File: src/design/bdel_pkg.sv
`timescale 1ns / 1ps
// ----------------------------------------------------------------------------
// Bounded double-ended list: shared definitions
// Capacity, derived widths, operation and status codes, and the command
// record that travels from the front end to the back end.
// ----------------------------------------------------------------------------
package bdel_pkg;

   // Ring capacity and the widths that follow from it
   localparam int CAPACITY  = 16;
   localparam int IDX_W     = $clog2(CAPACITY);
   localparam int CNT_W     = $clog2(CAPACITY + 1);

   // Command queue between front end and back end
   localparam int CQ_DEPTH  = 2;
   localparam int CQ_PTR_W  = $clog2(CQ_DEPTH);
   localparam int CQ_CNT_W  = $clog2(CQ_DEPTH + 1);

   // Field widths
   localparam int OPCODE_W  = 3;
   localparam int VALUE_W   = 32;
   localparam int STATUS_W  = 2;

   typedef enum logic [OPCODE_W-1:0] {
      OP_INS_FRONT = 3'd0,
      OP_INS_END   = 3'd1,
      OP_REM_FRONT = 3'd2,
      OP_REM_END   = 3'd3,
      OP_LIST_ALL  = 3'd4
   } opcode_type;

   typedef enum logic [STATUS_W-1:0] {
      ST_OK    = 2'd0,
      ST_EMPTY = 2'd1,
      ST_FULL  = 2'd2
   } status_type;

   // One decoded operation waiting for the back end
   typedef struct packed {
      opcode_type                 op;
      logic signed [VALUE_W-1:0]  value;
   } cmd_type;

endpackage

File: src/design/bdel_req_if.sv
`timescale 1ns / 1ps
// ----------------------------------------------------------------------------
// Request channel
// Valid/ready channel that carries one operation and its value.
// ----------------------------------------------------------------------------
interface bdel_req_if import bdel_pkg::*; ();
   logic                       valid;
   logic                       ready;
   logic [OPCODE_W-1:0]        opcode;
   logic signed [VALUE_W-1:0]  item_value;

   modport source (output valid, opcode, item_value, input ready);
   modport sink   (input valid, opcode, item_value, output ready);
endinterface

File: src/design/bdel_rsp_if.sv
`timescale 1ns / 1ps
// ----------------------------------------------------------------------------
// Response channel
// Valid/ready channel that carries one status result.
// ----------------------------------------------------------------------------
interface bdel_rsp_if import bdel_pkg::*; ();
   logic                       valid;
   logic                       ready;
   logic [STATUS_W-1:0]        status;
   logic signed [VALUE_W-1:0]  out_value;
   logic                       last_result;

   modport source (output valid, status, out_value, last_result, input ready);
   modport sink   (input valid, status, out_value, last_result, output ready);
endinterface

File: src/design/bdel_front.sv
`timescale 1ns / 1ps
// ----------------------------------------------------------------------------
// Front end
// Accepts request transactions, decodes the opcode and queues legal
// operations; unused opcodes are taken and dropped.
// ----------------------------------------------------------------------------
module bdel_front import bdel_pkg::*; (
   bdel_req_if.sink  req_bus,
   input  logic      cq_full,
   output logic      cq_push,
   output cmd_type   cq_cmd
);

   logic legal_op;

   // Classify the opcode
   always_comb begin
      case (req_bus.opcode) inside
         OP_INS_FRONT, OP_INS_END, OP_REM_FRONT, OP_REM_END, OP_LIST_ALL: legal_op = 1'b1;
         default: legal_op = 1'b0;
      endcase
   end

   // Take a transaction whenever the queue has room
   assign req_bus.ready = !cq_full;
   assign cq_push       = req_bus.valid && !cq_full && legal_op;
   assign cq_cmd.op     = opcode_type'(req_bus.opcode);
   assign cq_cmd.value  = req_bus.item_value;

endmodule

File: src/design/bdel_cmd_fifo.sv
`timescale 1ns / 1ps
// ----------------------------------------------------------------------------
// Command queue
// Short FIFO of decoded operations between the front end and back end.
// ----------------------------------------------------------------------------
module bdel_cmd_fifo import bdel_pkg::*; (
   input  logic     clock,
   input  logic     reset,
   input  logic     push,
   input  cmd_type  push_cmd,
   output logic     full,
   input  logic     pop,
   output logic     not_empty,
   output cmd_type  pop_cmd
);

   cmd_type              slot_ff [CQ_DEPTH];
   logic [CQ_PTR_W-1:0]  wr_ptr_ff, wr_ptr_in;
   logic [CQ_PTR_W-1:0]  rd_ptr_ff, rd_ptr_in;
   logic [CQ_CNT_W-1:0]  fill_ff, fill_in;
   logic                 do_push, do_pop;

   assign full      = (fill_ff == CQ_CNT_W'(CQ_DEPTH));
   assign not_empty = (fill_ff != '0);
   assign pop_cmd   = slot_ff[rd_ptr_ff];
   assign do_push   = push && !full;
   assign do_pop    = pop && not_empty;

   // Advance pointers and fill level
   always_comb begin
      wr_ptr_in = wr_ptr_ff;
      rd_ptr_in = rd_ptr_ff;
      fill_in   = fill_ff;
      if (do_push) begin
         wr_ptr_in = (wr_ptr_ff == CQ_PTR_W'(CQ_DEPTH - 1)) ? '0 : wr_ptr_ff + 1'b1;
      end
      if (do_pop) begin
         rd_ptr_in = (rd_ptr_ff == CQ_PTR_W'(CQ_DEPTH - 1)) ? '0 : rd_ptr_ff + 1'b1;
      end
      case ({do_push, do_pop})
         2'b10:   fill_in = fill_ff + 1'b1;
         2'b01:   fill_in = fill_ff - 1'b1;
         default: fill_in = fill_ff;
      endcase
   end

   always_ff @(posedge clock) begin
      if (reset) begin
         wr_ptr_ff <= '0;
         rd_ptr_ff <= '0;
         fill_ff   <= '0;
      end else begin
         wr_ptr_ff <= wr_ptr_in;
         rd_ptr_ff <= rd_ptr_in;
         fill_ff   <= fill_in;
      end
   end

   // Store the pushed command
   always_ff @(posedge clock) begin
      if (do_push) begin
         slot_ff[wr_ptr_ff] <= push_cmd;
      end
   end

endmodule

File: src/design/bdel_back.sv
`timescale 1ns / 1ps
// ----------------------------------------------------------------------------
// Back end
// Holds the ring store, front index and entry count, executes queued
// operations and drives the response register.
// ----------------------------------------------------------------------------
module bdel_back import bdel_pkg::*; (
   input  logic       clock,
   input  logic       reset,
   input  logic       cq_valid,
   input  cmd_type    cq_cmd,
   output logic       cq_pop,
   bdel_rsp_if.source rsp_bus
);

   typedef enum logic [1:0] {
      BK_IDLE = 2'b01,
      BK_LIST = 2'b10
   } back_state_type;

   back_state_type             state_ff, state_in;
   logic [IDX_W-1:0]           front_ff, front_in;
   logic [CNT_W-1:0]           count_ff, count_in;
   logic [IDX_W-1:0]           pos_ff, pos_in;
   logic signed [VALUE_W-1:0]  entry_store_ff [CAPACITY];

   logic                       rsp_valid_ff, rsp_valid_in;
   status_type                 rsp_status_ff, rsp_status_in;
   logic signed [VALUE_W-1:0]  rsp_value_ff, rsp_value_in;
   logic                       rsp_last_ff, rsp_last_in;

   logic                       wr_en;
   logic [IDX_W-1:0]           wr_addr;
   logic                       rd_en;
   logic [IDX_W-1:0]           rd_addr;
   logic                       emit_ok;
   logic                       is_full, is_empty;
   logic [CNT_W-1:0]           pos_next;

   // Ring position of base plus offset, wrapped once
   function automatic logic [IDX_W-1:0] ring_add(input logic [IDX_W-1:0] base,
                                                 input logic [CNT_W-1:0] offset);
      logic [CNT_W:0] sum;
      sum = (CNT_W + 1)'(base) + (CNT_W + 1)'(offset);
      if (sum >= (CNT_W + 1)'(CAPACITY)) begin
         sum = sum - (CNT_W + 1)'(CAPACITY);
      end
      return sum[IDX_W-1:0];
   endfunction

   assign emit_ok  = !rsp_valid_ff || rsp_bus.ready;
   assign is_full  = (count_ff == CNT_W'(CAPACITY));
   assign is_empty = (count_ff == '0);
   assign pos_next = CNT_W'(pos_ff) + CNT_W'(1);
   assign rd_addr  = (state_ff == BK_LIST) ? ring_add(front_ff, CNT_W'(pos_ff)) : front_ff;

   // Execute one operation, or emit the next listed entry
   always_comb begin
      state_in      = state_ff;
      front_in      = front_ff;
      count_in      = count_ff;
      pos_in        = pos_ff;
      cq_pop        = 1'b0;
      wr_en         = 1'b0;
      wr_addr       = front_ff;
      rd_en         = 1'b0;
      rsp_valid_in  = rsp_valid_ff && !rsp_bus.ready;
      rsp_status_in = rsp_status_ff;
      rsp_value_in  = rsp_value_ff;
      rsp_last_in   = rsp_last_ff;

      case (state_ff)
         BK_IDLE: begin
            if (cq_valid && emit_ok) begin
               cq_pop        = 1'b1;
               rsp_valid_in  = 1'b1;
               rsp_status_in = ST_OK;
               rsp_value_in  = '0;
               rsp_last_in   = 1'b1;
               case (cq_cmd.op)
                  OP_INS_FRONT: begin
                     if (is_full) begin
                        rsp_status_in = ST_FULL;
                     end else begin
                        front_in = (front_ff == '0) ? IDX_W'(CAPACITY - 1) : front_ff - 1'b1;
                        wr_en    = 1'b1;
                        wr_addr  = front_in;
                        count_in = count_ff + 1'b1;
                     end
                  end
                  OP_INS_END: begin
                     if (is_full) begin
                        rsp_status_in = ST_FULL;
                     end else begin
                        wr_en    = 1'b1;
                        wr_addr  = ring_add(front_ff, count_ff);
                        count_in = count_ff + 1'b1;
                     end
                  end
                  OP_REM_FRONT: begin
                     if (is_empty) begin
                        rsp_status_in = ST_EMPTY;
                     end else begin
                        front_in = ring_add(front_ff, CNT_W'(1));
                        count_in = count_ff - 1'b1;
                     end
                  end
                  OP_REM_END: begin
                     if (is_empty) begin
                        rsp_status_in = ST_EMPTY;
                     end else begin
                        count_in = count_ff - 1'b1;
                     end
                  end
                  OP_LIST_ALL: begin
                     if (is_empty) begin
                        rsp_status_in = ST_EMPTY;
                     end else begin
                        rd_en        = 1'b1;
                        rsp_last_in  = (count_ff == CNT_W'(1));
                        if (count_ff != CNT_W'(1)) begin
                           state_in = BK_LIST;
                           pos_in   = IDX_W'(1);
                        end
                     end
                  end
                  default: begin
                     rsp_valid_in = rsp_valid_ff && !rsp_bus.ready;
                  end
               endcase
            end
         end
         BK_LIST: begin
            if (emit_ok) begin
               rsp_valid_in  = 1'b1;
               rsp_status_in = ST_OK;
               rd_en         = 1'b1;
               rsp_last_in   = (pos_next == count_ff);
               if (pos_next == count_ff) begin
                  state_in = BK_IDLE;
               end else begin
                  pos_in = pos_ff + 1'b1;
               end
            end
         end
         default: begin
            state_in = BK_IDLE;
         end
      endcase
   end

   // Control state
   always_ff @(posedge clock) begin
      if (reset) begin
         state_ff     <= BK_IDLE;
         front_ff     <= '0;
         count_ff     <= '0;
         pos_ff       <= '0;
         rsp_valid_ff <= 1'b0;
      end else begin
         state_ff     <= state_in;
         front_ff     <= front_in;
         count_ff     <= count_in;
         pos_ff       <= pos_in;
         rsp_valid_ff <= rsp_valid_in;
      end
   end

   // Response payload and ring store; a listed entry loads straight from the store
   always_ff @(posedge clock) begin
      rsp_status_ff <= rsp_status_in;
      rsp_last_ff   <= rsp_last_in;
      if (rd_en) begin
         rsp_value_ff <= entry_store_ff[rd_addr];
      end else begin
         rsp_value_ff <= rsp_value_in;
      end
      if (wr_en) begin
         entry_store_ff[wr_addr] <= cq_cmd.value;
      end
   end

   assign rsp_bus.valid       = rsp_valid_ff;
   assign rsp_bus.status      = rsp_status_ff;
   assign rsp_bus.out_value   = rsp_value_ff;
   assign rsp_bus.last_result = rsp_last_ff;

endmodule

File: src/design/bounded_double_ended_list_core.sv
`timescale 1ns / 1ps
// ----------------------------------------------------------------------------
// Bounded double-ended list core
// Ring store of signed 32-bit values with insert and remove at both ends
// and an in-order listing of all stored values.
//
//   Channel   Direction  Transaction carries
//   req_bus   in         opcode, item_value
//   rsp_bus   out        status, out_value, last_result
//
// Insert and remove execute in the back end and give one response each.
// List all gives one response per stored entry, paced by the single read of the
// ring store and the response register; an empty list gives one response.
// Unused opcodes are accepted and give no response.
// Reset clears the front index, entry count and queue; store contents are
// undefined until written. A stalled response holds the back end while the
// command queue keeps taking requests until it fills.
// ----------------------------------------------------------------------------
module bounded_double_ended_list_core import bdel_pkg::*; (
   input  logic        clock,
   input  logic        reset,
   bdel_req_if.sink    req_bus,
   bdel_rsp_if.source  rsp_bus
);

   logic     cq_full;
   logic     cq_push;
   cmd_type  cq_push_cmd;
   logic     cq_pop;
   logic     cq_valid;
   cmd_type  cq_pop_cmd;

   // Decode and queue incoming transactions
   bdel_front u_front (
      .req_bus (req_bus),
      .cq_full (cq_full),
      .cq_push (cq_push),
      .cq_cmd  (cq_push_cmd)
   );

   bdel_cmd_fifo u_cmd_fifo (
      .clock     (clock),
      .reset     (reset),
      .push      (cq_push),
      .push_cmd  (cq_push_cmd),
      .full      (cq_full),
      .pop       (cq_pop),
      .not_empty (cq_valid),
      .pop_cmd   (cq_pop_cmd)
   );

   // Execute operations against the ring
   bdel_back u_back (
      .clock    (clock),
      .reset    (reset),
      .cq_valid (cq_valid),
      .cq_cmd   (cq_pop_cmd),
      .cq_pop   (cq_pop),
      .rsp_bus  (rsp_bus)
   );

endmodule
File: src/flat_wrapper.sv
// flat-port wrapper written by rule: the top's interface ports become plain ports
module bounded_double_ended_list_core_flat import bdel_pkg::*;
  (clock, reset, req_bus_valid, req_bus_opcode, req_bus_item_value, req_bus_ready, rsp_bus_valid, rsp_bus_status, rsp_bus_out_value, rsp_bus_last_result, rsp_bus_ready);
  bdel_req_if req_bus_i ();
  bdel_rsp_if rsp_bus_i ();
  input  logic clock;
  input  logic reset;
  input wire logic [$bits(req_bus_i.valid)-1:0] req_bus_valid;
  input wire logic [$bits(req_bus_i.opcode)-1:0] req_bus_opcode;
  input wire logic [$bits(req_bus_i.item_value)-1:0] req_bus_item_value;
  output wire logic [$bits(req_bus_i.ready)-1:0] req_bus_ready;
  output wire logic [$bits(rsp_bus_i.valid)-1:0] rsp_bus_valid;
  output wire logic [$bits(rsp_bus_i.status)-1:0] rsp_bus_status;
  output wire logic [$bits(rsp_bus_i.out_value)-1:0] rsp_bus_out_value;
  output wire logic [$bits(rsp_bus_i.last_result)-1:0] rsp_bus_last_result;
  input wire logic [$bits(rsp_bus_i.ready)-1:0] rsp_bus_ready;
  assign req_bus_i.valid = req_bus_valid;
  assign req_bus_i.opcode = req_bus_opcode;
  assign req_bus_i.item_value = req_bus_item_value;
  assign req_bus_ready = req_bus_i.ready;
  assign rsp_bus_valid = rsp_bus_i.valid;
  assign rsp_bus_status = rsp_bus_i.status;
  assign rsp_bus_out_value = rsp_bus_i.out_value;
  assign rsp_bus_last_result = rsp_bus_i.last_result;
  assign rsp_bus_i.ready = rsp_bus_ready;
  bounded_double_ended_list_core u_core (.clock(clock), .reset(reset), .req_bus(req_bus_i), .rsp_bus(rsp_bus_i));
endmodule
File: config.mk
export PLATFORM = sky130hd
export DESIGN_NAME = bounded_double_ended_list_core_flat
export DESIGN_NICKNAME = d
export VERILOG_FILES = /design/src/design/bdel_pkg.sv /design/src/design/bdel_req_if.sv /design/src/design/bdel_rsp_if.sv /design/src/design/bdel_front.sv /design/src/design/bdel_cmd_fifo.sv /design/src/design/bdel_back.sv /design/src/design/bounded_double_ended_list_core.sv /design/src/flat_wrapper.sv
export SDC_FILE = /design/constraint.sdc
export NUM_CORES = 1
export LEC_CHECK = 0
export ABC_CLOCK_PERIOD_IN_PS = 7100
export BUFFER_PORTS_ARGS = -buffer_cell sky130_fd_sc_hd__buf_4
export CORE_ASPECT_RATIO = 0.9
export CORE_UTILIZATION = 30
export DETAILED_ROUTE_END_ITERATION = 10
export SLEW_MARGIN = 20
export SYNTH_ARGS = -nofsm -noshare
export SYNTH_HDL_FRONTEND = slang
export SYNTH_HIERARCHICAL = 1
export SYNTH_SLANG_ARGS = --single-unit
File: constraint.sdc
create_clock -name clock -period 7.1 [get_ports clock]
set_clock_uncertainty 0.05 [all_clocks]
set_input_delay 0 -clock clock [delete_from_list [all_inputs] [get_ports clock]]
set_output_delay 0 -clock clock [all_outputs]
set_load 0.05 [all_outputs]
* Yosys cells after proc, flatten, opt, wreduce, memory -nomap -nowiden
Memory sizes are Yosys's and may differ from the RTL's. A register that Yosys moved wholly into a read port is not among the register bits. Index checks and enable logic that the tools add are counted. Widths: inputs -> output; s select.
Operators by class: add/subtract/negate cells 15, $mul 0, div/mod/pow operators 0, magnitude comparators 3, equality and inequality tests 27, shifts and indexed selects 0, multiplexer cells 68, bitwise operators 0, reductions and logical operators 32
Operators by type and width (number):
- $mux 32 | 3
- $mux 4 | 16
- $mux 1 | 27
- $pmux 4 s2 | 3
- $mux 2 | 9
- $ne 2x2->1 const B | 8
- $pmux 2 s2 | 4
- $sub 4x1->4 const B | 4
- $reduce_bool 2->1 | 7
- $eq 3x2->1 const B | 4
- $add 4x1->5 const B | 2
- $ge 5x5->1 const B | 2
- $mux 5 | 2
- $pmux 5 s2 | 1
- $reduce_or 5->1 | 2
- $reduce_and 7->1 | 1
- $add 4x5->6 | 1
- $eq 2x2->1 const B | 3
- $eq 3x1->1 const B | 2
- $eq 3x3->1 const B | 2
- $ge 6x5->1 const B | 1
- $logic_and 1x1->1 | 6
- $logic_not 3->1 | 2
- $pmux 1 s2 | 3
- 24 further kinds | 30
Word-level totals: flip-flop bits (word level) 55, latch bits 0, RAM bits 582, ROM bits 0, bits of input ports 39, output and inout bits 37, word-level logic and storage cells 158, memories 2
Memory list:
- u_core.u_back.entry_store_ff | words 16, width 32, rd ports 1, clocked after memory_dff 0, write ports 1, RTL line bdel_back.sv:25 | logic signed [VALUE_W-1:0] entry_store_ff [CAPACITY];
- u_core.u_cmd_fifo.slot_ff | words 2, width 35, rd ports 1, clocked after memory_dff 1, write ports 1, RTL line bdel_cmd_fifo.sv:17 | cmd_type slot_ff [CQ_DEPTH];

* Logic depth before layout (Yosys ltp)
Gate-level depths: netlist (run 1).
depth after elaboration 8, depth in mapped cells 11

* Modules after synthesis
Netlist (run 1), hierarchy kept.
By module, submodules not included:
- bdel_back | instances 1, cells each 1760, area each 22853.2 sq um, sequential area each 16746.1 sq um
- bdel_cmd_fifo | instances 1, cells each 135, area each 2742.6 sq um, sequential area each 2202.1 sq um
- bdel_front | instances 1, cells each 38, area each 277.8 sq um, sequential area each 0.0 sq um

* Least setup slack after synthesis (run 1)
Ideal clock, no wire load.
path type reg2reg, start reg (tool-made name), end mem u_core.u_back.entry_store_ff[0][0], enable pin, arrival time 4.408 ns, slack 2.181 ns, cell stages (with the launch flop) 10, path buffers 3, clock period less this slack 4.919 ns, cells stage by stage dfxtp_1 > buf_2 > buf_2 > mux2_1 > nor4_2 > inv_1 > o22a_1 > or2_0 > buf_2 > nor3_1
RTL lines (RTL line):
- end: declaration | bdel_back.sv:25

==> impl_metrics.yaml, run 1 <==
sta:
  max_freq_mhz: 247
  hold_viol_final: 0
  finalSetupTns_ns: 0
  setup_slack_ns: 3.05
  period_needed_ns: 4.05
  final_max_slew_viol_count: 0
  finalCritPeriodShare: 0.570
  whs_ns: 0.0497
  setup_viol: 0
  rsz0062_at_grt: "false"
  slew_headroom: 0.321
  tightest_slew_ns: 1.02
drt:
  drc: 0
  drtPass1Iterations: 5
  wl_per_cell_um: 19.7
  detail-route-antenna-nets: 0
  drt_iter0_drc: 1316
  viasPerCell: 4.95
  vias: 15700
  drt_wl_total_mm: 62.3
yosys:
  synth_top_family_by_area: "simple AND/OR/NAND/NOR gates"
  syn-cell-area_um2: 25900
  synth_ff_type: "edfxtp_1"
  ys_types: 64
  ys_warn_count: 6
  yosys.area_share.adder: 0.00928
  yosysMostFrequentCell: "edfxtp_1"
  synth-seq-cells: 638
  synthMuxAreaShare: 0.0200
  synth_top_area_cell: "edfxtp_1"
  async_reset_ff_frac: 0
  synthTopCellsByArea: "edfxtp_1 (72%), nand2_1 (7.7%), nand3_1 (2.6%), a311oi_1 (2.2%), dfxtp_1 (1.6%)"
  synth_cells: 1933
  synth-xor-area-share: 0.00474
  synth_nets: 1990
  synth_simple_gate_area_share: 0.139
  synth_compound_area_frac: 0.0620
  synth_top_area_frac: 0.716
  synth_edf_count: 617
  yosysSeqAreaShare: 0.732
  synth_common_cells: "edfxtp_1 (617), nand2_1 (532), nand3_1 (134)"
  syn_avg_cell_area_um2: 13.4
setup_path:
  crit_path_end_kind: "flip-flop"
  worstSetupPathType: "flip-flop to flip-flop"
  required_ns: 7.31
  arrival_ns: 4.26
  critPathTopFamily: "simple AND/OR/NAND/NOR gates"
  critical_path.max_stage_delay_ns: 0.63
  crit_fanout: 35
  r2r_cells: 8
  crit_buf_inv: 3
  crit_chain: "buf_4, mux2_1, nor4_2, inv_1, o22a_1, or2_0, nor3_2, buf_4"
  critPathSlowestCell: "buf_4"
  crit_cells: 8
  cp-start-kind: "flip-flop"
  cp_common_cell: "buf_4"
placement:
  portBuffers: 75
  place_hpwl_mm: 30.1
  place_congestion: 0.781
  placedCellCount: 3015
  dpl_cell_area_um2: 27500
  dpl_worst_slack_ns: 3.04
pwr:
  pwr-share-comb: 0.217
  netSwitchingFraction: 0.303
  power.density_nw_per_um2: 340
  internal-power_mw: 7.07
  power.leakage_nw: 10.1
  ir_worst_vdd_mv: 0.192
  power_frac_clock: 0.319
  sequentialPowerShare: 0.464
  power_mw: 10.1
  power_switching_mw: 3.08
floorplanning:
  core_um2: 84900
  ioPinCount: 76
  dieWidth_um: 312
  start_util: 0.305
  die_y_um: 281
  dieArea_um2: 87400
  num_rows: 101
finish:
  register_area_um2: 18900
  area_growth_syn_to_layout_pct: 15.5
  multi_input_area_um2: 6240
  fillCellCount: 8161
  layout.nets: 2040
  antenna_cells: 0
  instances_no_fill: 3168
  drive_gt1_frac: 0.127
  post-route-util: 0.352
  post-route-cell-area_um2: 29900
grt:
  antenna_found_initial: 0
  grt_pass1_vias: 15500
  grt_pass1_wl_mm: 93.9
  grt_use_total: 0.141
  grt-ovfl-total: 0
  grt_max_degree: 193
min_path:
  hold-path-cell-count: 2
  hold_path.class: "primary input to flip-flop"
cts:
  cts_max_path_buffers: 3
  cts_tree: "done"
  h-tree-depth: 2
  cts_buffers: 61
  cts.sinks: 638
  cts_root_buf: "clkbuf_16"
  postCtsSetupBuffers: 0
  insertion_delay_ns: 0.63
  path_clk_slew_ns: 0.06
status:
  status: "finished, final reports clean"
flow_run:
  drv_cap: 0
-- final timing paths --
kind	from	to	slack, ns
max	flip-flop	u_core/u_back/entry_store_ff[5][21]	3.05
min	req_bus_item_value[3]	u_core/u_cmd_fifo/slot_ff[1][3]	0.05
max reg2reg	flip-flop	u_core/u_back/entry_store_ff[5][21]	3.05
min reg2reg	u_core/u_back/state_ff[1]	u_core/u_back/state_ff[1]	0.44
-- what timing repair did --
action	CTS	global route
endpoints found under the hold margin	89	0
gates resized for setup	0	0
hold buffers	38	0
setup endpoints to repair	0	0
-- flip-flops by register name (all words and copies together), names as in the netlist, named ones only --
register,cells
u_core/u_cmd_fifo/wr_ptr_ff,1
u_core/u_cmd_fifo/fill_ff,2
u_core/u_cmd_fifo/rd_ptr_ff,1
u_core/u_back/entry_store_ff,512
u_core/u_back/rsp_bus.valid,1
u_core/u_back/count_ff,5
u_core/u_back/front_ff,4
u_core/u_back/state_ff,2
u_core/u_cmd_fifo/slot_ff,70
u_core/u_back/rsp_bus.status,2
u_core/u_back/pos_ff,4
u_core/u_back/rsp_bus.last_result,1
u_core/u_back/rsp_bus.out_value,32
-- routing by layer --
layer / vias up / part of all wire / track usage
met5: - / 0 / 0
met4: 0 / 0.021 / 0.0387
met3: 89 / 0.052 / 0.0191
met2: 465 / 0.49 / 0.239
met1: 7899 / 0.44 / 0.187
li1: 7230 / - / -
-- power groups by stage --
| stage | clock, mW | combinational [mW] | sequential [mW] |
|---|---|---|---|
| floorplan | 0 | 1.23 | 5.03 |
| global placement | 0 | 2.15 | 4.80 |
| detailed placement | 0 | 2.21 | 4.79 |
| CTS | 3.32 | 2.23 | 4.72 |
| global route | 3.45 | 2.40 | 4.73 |
| finish | 3.24 | 2.20 | 4.71 |
-- logic make-up after synthesis --
group                      after synthesis
and+or+nand+nor                        819
DFF                                    638
AOI/OAI and AO/OA                      224
buffers and inverters                  173
muxes                                   47
adders and majority gates               18
xor gates and xnor gates                14
-- worst reg2reg max path, delay by kind of cell, from the launching register on --
family | cells | cell delay, ns
AOI/OAI and AO/OA | 1 | 0.24
buffers and inverters | 3 | 1.26
DFF | 1 | 0.31
muxes | 1 | 0.51
and+or+nand+nor | 3 | 1.30
-- cell usage in the layout (no fill, tap or decap), types with 13 or more instances in the layout --
cell | synthesis | layout
clkbuf_16 | 0 | 62
mux2_2 | 23 | 22
dfxtp_1 | 21 | 20
nand2_1 | 532 | 532
a31oi_1 | 67 | 67
ha_1 | 16 | 16
and3_1 | 67 | 66
a21oi_1 | 18 | 17
nor3_2 | 1 | 17
nor2_1 | 26 | 26
edfxtp_1 | 617 | 617
o22ai_1 | 34 | 33
clkinv_2 | 0 | 17
clkinv_1 | 0 | 13
nand3_1 | 134 | 134
a311oi_1 | 65 | 65
dlygate4sd3_1 | 0 | 38
mux2_1 | 15 | 15
inv_1 | 17 | 16
buf_4 | 37 | 101
-- final cells by class --
cell class / count / share of cell area
clock inverter: 45 / 0.0143
tap: 1133 / 0.0474
inverter: 18 / 0.00226
multi-input combinational: 1122 / 0.209
timing repair buffer: 142 / 0.0401
clock buffer: 70 / 0.0529
sequential: 638 / 0.634
Power figures use the tool's default switching activity.
==> inputs of run 2 (changes only) <==
Settings changed: ABC_CLOCK_PERIOD_IN_PS 7100 to 3800.
Clock period 7.1 ns to 3.8 ns, I/O delays scaled along.
==> run 2 against run 1 <==
Core utilization grew 0.62 points; via count grew 0.96%; clock-buffer cell count grew 13; die area is the same; global-route usage grew 0.33 points; power grew 88%; sequential power grew 86%; critical path type unchanged; highest routed layer unchanged.
==> impl_metrics.yaml, run 2 (synthesized netlist as in run 1, its figures left out) <==
min_path:
  hold_path.class: "primary input to flip-flop"
  min-delay-start: "req_bus_item_value[6]"
floorplanning:
  core_um2: 84900
  dieArea_um2: 87400
  start_util: 0.305
  num_rows: 101
  dieWidth_um: 312
  ioPinCount: 76
  die_y_um: 281
setup_path:
  critPathTopFamily: "multiplexers"
  critPathSlowestCell: "mux2_8"
  startpoint: "u_core/u_back/state_ff[0]"
  crit_buf_inv: 2
  crit_chain: "inv_1, ha_1, mux2_8, buf_12, nand2_1, and3_1, a311oi_1, a31oi_1, o22ai_1"
  crit_fanout: 93
  cp-start-kind: "flip-flop"
  crit_path_end_kind: "flip-flop"
  r2r-start: "u_core/u_back/state_ff[0]"
  arrival_ns: 3.75
  critical_path.max_stage_delay_ns: 0.73
  worstSetupPathType: "flip-flop to flip-flop"
  required_ns: 4.09
cts:
  cts_max_path_buffers: 3
  cts.sinks: 638
  h-tree-depth: 3
  postCtsSetupBuffers: 0
  cts_root_buf: "clkbuf_16"
  path_clk_slew_ns: 0.06
  insertion_delay_ns: 0.60
  cts_buffers: 66
  post_cts_resized: 0
  cts_tree: "done"
  holdBufCountCts: 38
drt:
  detail-route-antenna-nets: 0
  wl_per_cell_um: 19.7
  drc: 0
  drtPass1Iterations: 6
  drt_iter0_drc: 1499
  drt_wl_total_mm: 63.1
  vias: 15800
  viasPerCell: 4.95
finish:
  drive_gt1_frac: 0.135
  layout_commonest_cell: "edfxtp_1"
  post-route-cell-area_um2: 30400
  mostFrequentLayoutCells: "edfxtp_1 (617), nand2_1 (532), nand3_1 (134), buf_4 (111), a31oi_1 (67)"
  largest-register: "u_core/u_back/entry_store_ff"
  post-route-util: 0.358
  area_growth_syn_to_layout_pct: 17.5
  layout.nets: 2076
  largest_register_ffs: 512
  antenna_cells: 0
placement:
  dpl_cell_area_um2: 28100
  portBuffers: 75
  place_congestion: 0.769
  dpl_worst_slack_ns: 0.360
  place_hpwl_mm: 35.4
grt:
  met3_usage: 0.0237
  met1_usage: 0.199
  grt_use_total: 0.144
  grt_max_degree: 94
  grt_pass1_wl_mm: 96.2
  busiest_layer: "met2"
  antenna_found_initial: 0
  grt-ovfl-total: 0
  grt_pass1_vias: 15700
  grt_util_met2: 0.231
pwr:
  power_frac_clock: 0.313
  pwr-share-comb: 0.227
  internal-power_mw: 13.3
  power_mw: 19.1
  netSwitchingFraction: 0.305
  power.density_nw_per_um2: 628
  ir_worst_vdd_mv: 0.382
  power.leakage_nw: 10.3
  sequentialPowerShare: 0.460
  power_switching_mw: 5.82
sta:
  whs_ns: 0.0829
  slew_headroom: 0.390
  tightest_slew_ns: 0.911
  period_needed_ns: 3.46
  finalCritPeriodShare: 0.911
  final_max_slew_viol_count: 0
  hold_viol_final: 0
  max_freq_mhz: 289
  setup_viol: 0
  rsz0062_at_grt: "false"
  setup_slack_ns: 0.338
status:
  status: "finished, final reports clean"
flow_run:
  drv_cap: 0
==> run 2: path summary, 6_finish.rpt <==
check	end	slack [ns]	cells after the start
setup / recovery	u_core/u_back/rsp_bus.out_value[0]	0.34	9
hold / removal	u_core/u_cmd_fifo/slot_ff[1][6]	0.08	2
setup reg to reg	u_core/u_back/rsp_bus.out_value[0]	0.34	9
hold reg to reg	u_core/u_cmd_fifo/wr_ptr_ff	0.44	2
==> run 2: layer usage <==
layer  routed length, µm  part of all wire
met3                3790             0.060
met5                   0                 0
met2               29900              0.47
met4                1470             0.023
met1               28000              0.44
==> run 2: final cells by class <==
class	instances	area, µm²
Multi-Input combinational cell	1122	6320
Clock inverter	30	241
Inverter	18	67.6
Tap cell	1133	1420
Sequential cell	638	18900
Timing Repair Buffer	173	1690
Clock buffer	83	1720
Fill cell	8055	54500
==> run 2: per-stage QoR <==
step	setup TNS, ns	cells
after detailed placement	0	3046
after global placement	0	3046
after floorplan	-149.11	1933
after CTS	0	3197
final	0	3197
after global routing	0	3197
==> run 2: power by group through the flow <==
stage               logic (mW)  registers, mW  clock network, mW
floorplan                 2.33           9.40                  0
global route              4.72           8.83               6.35
CTS                       4.38           8.80               6.10
detailed placement        4.33           8.95                  0
finish                    4.34           8.78               5.97
global placement          4.24           8.94                  0
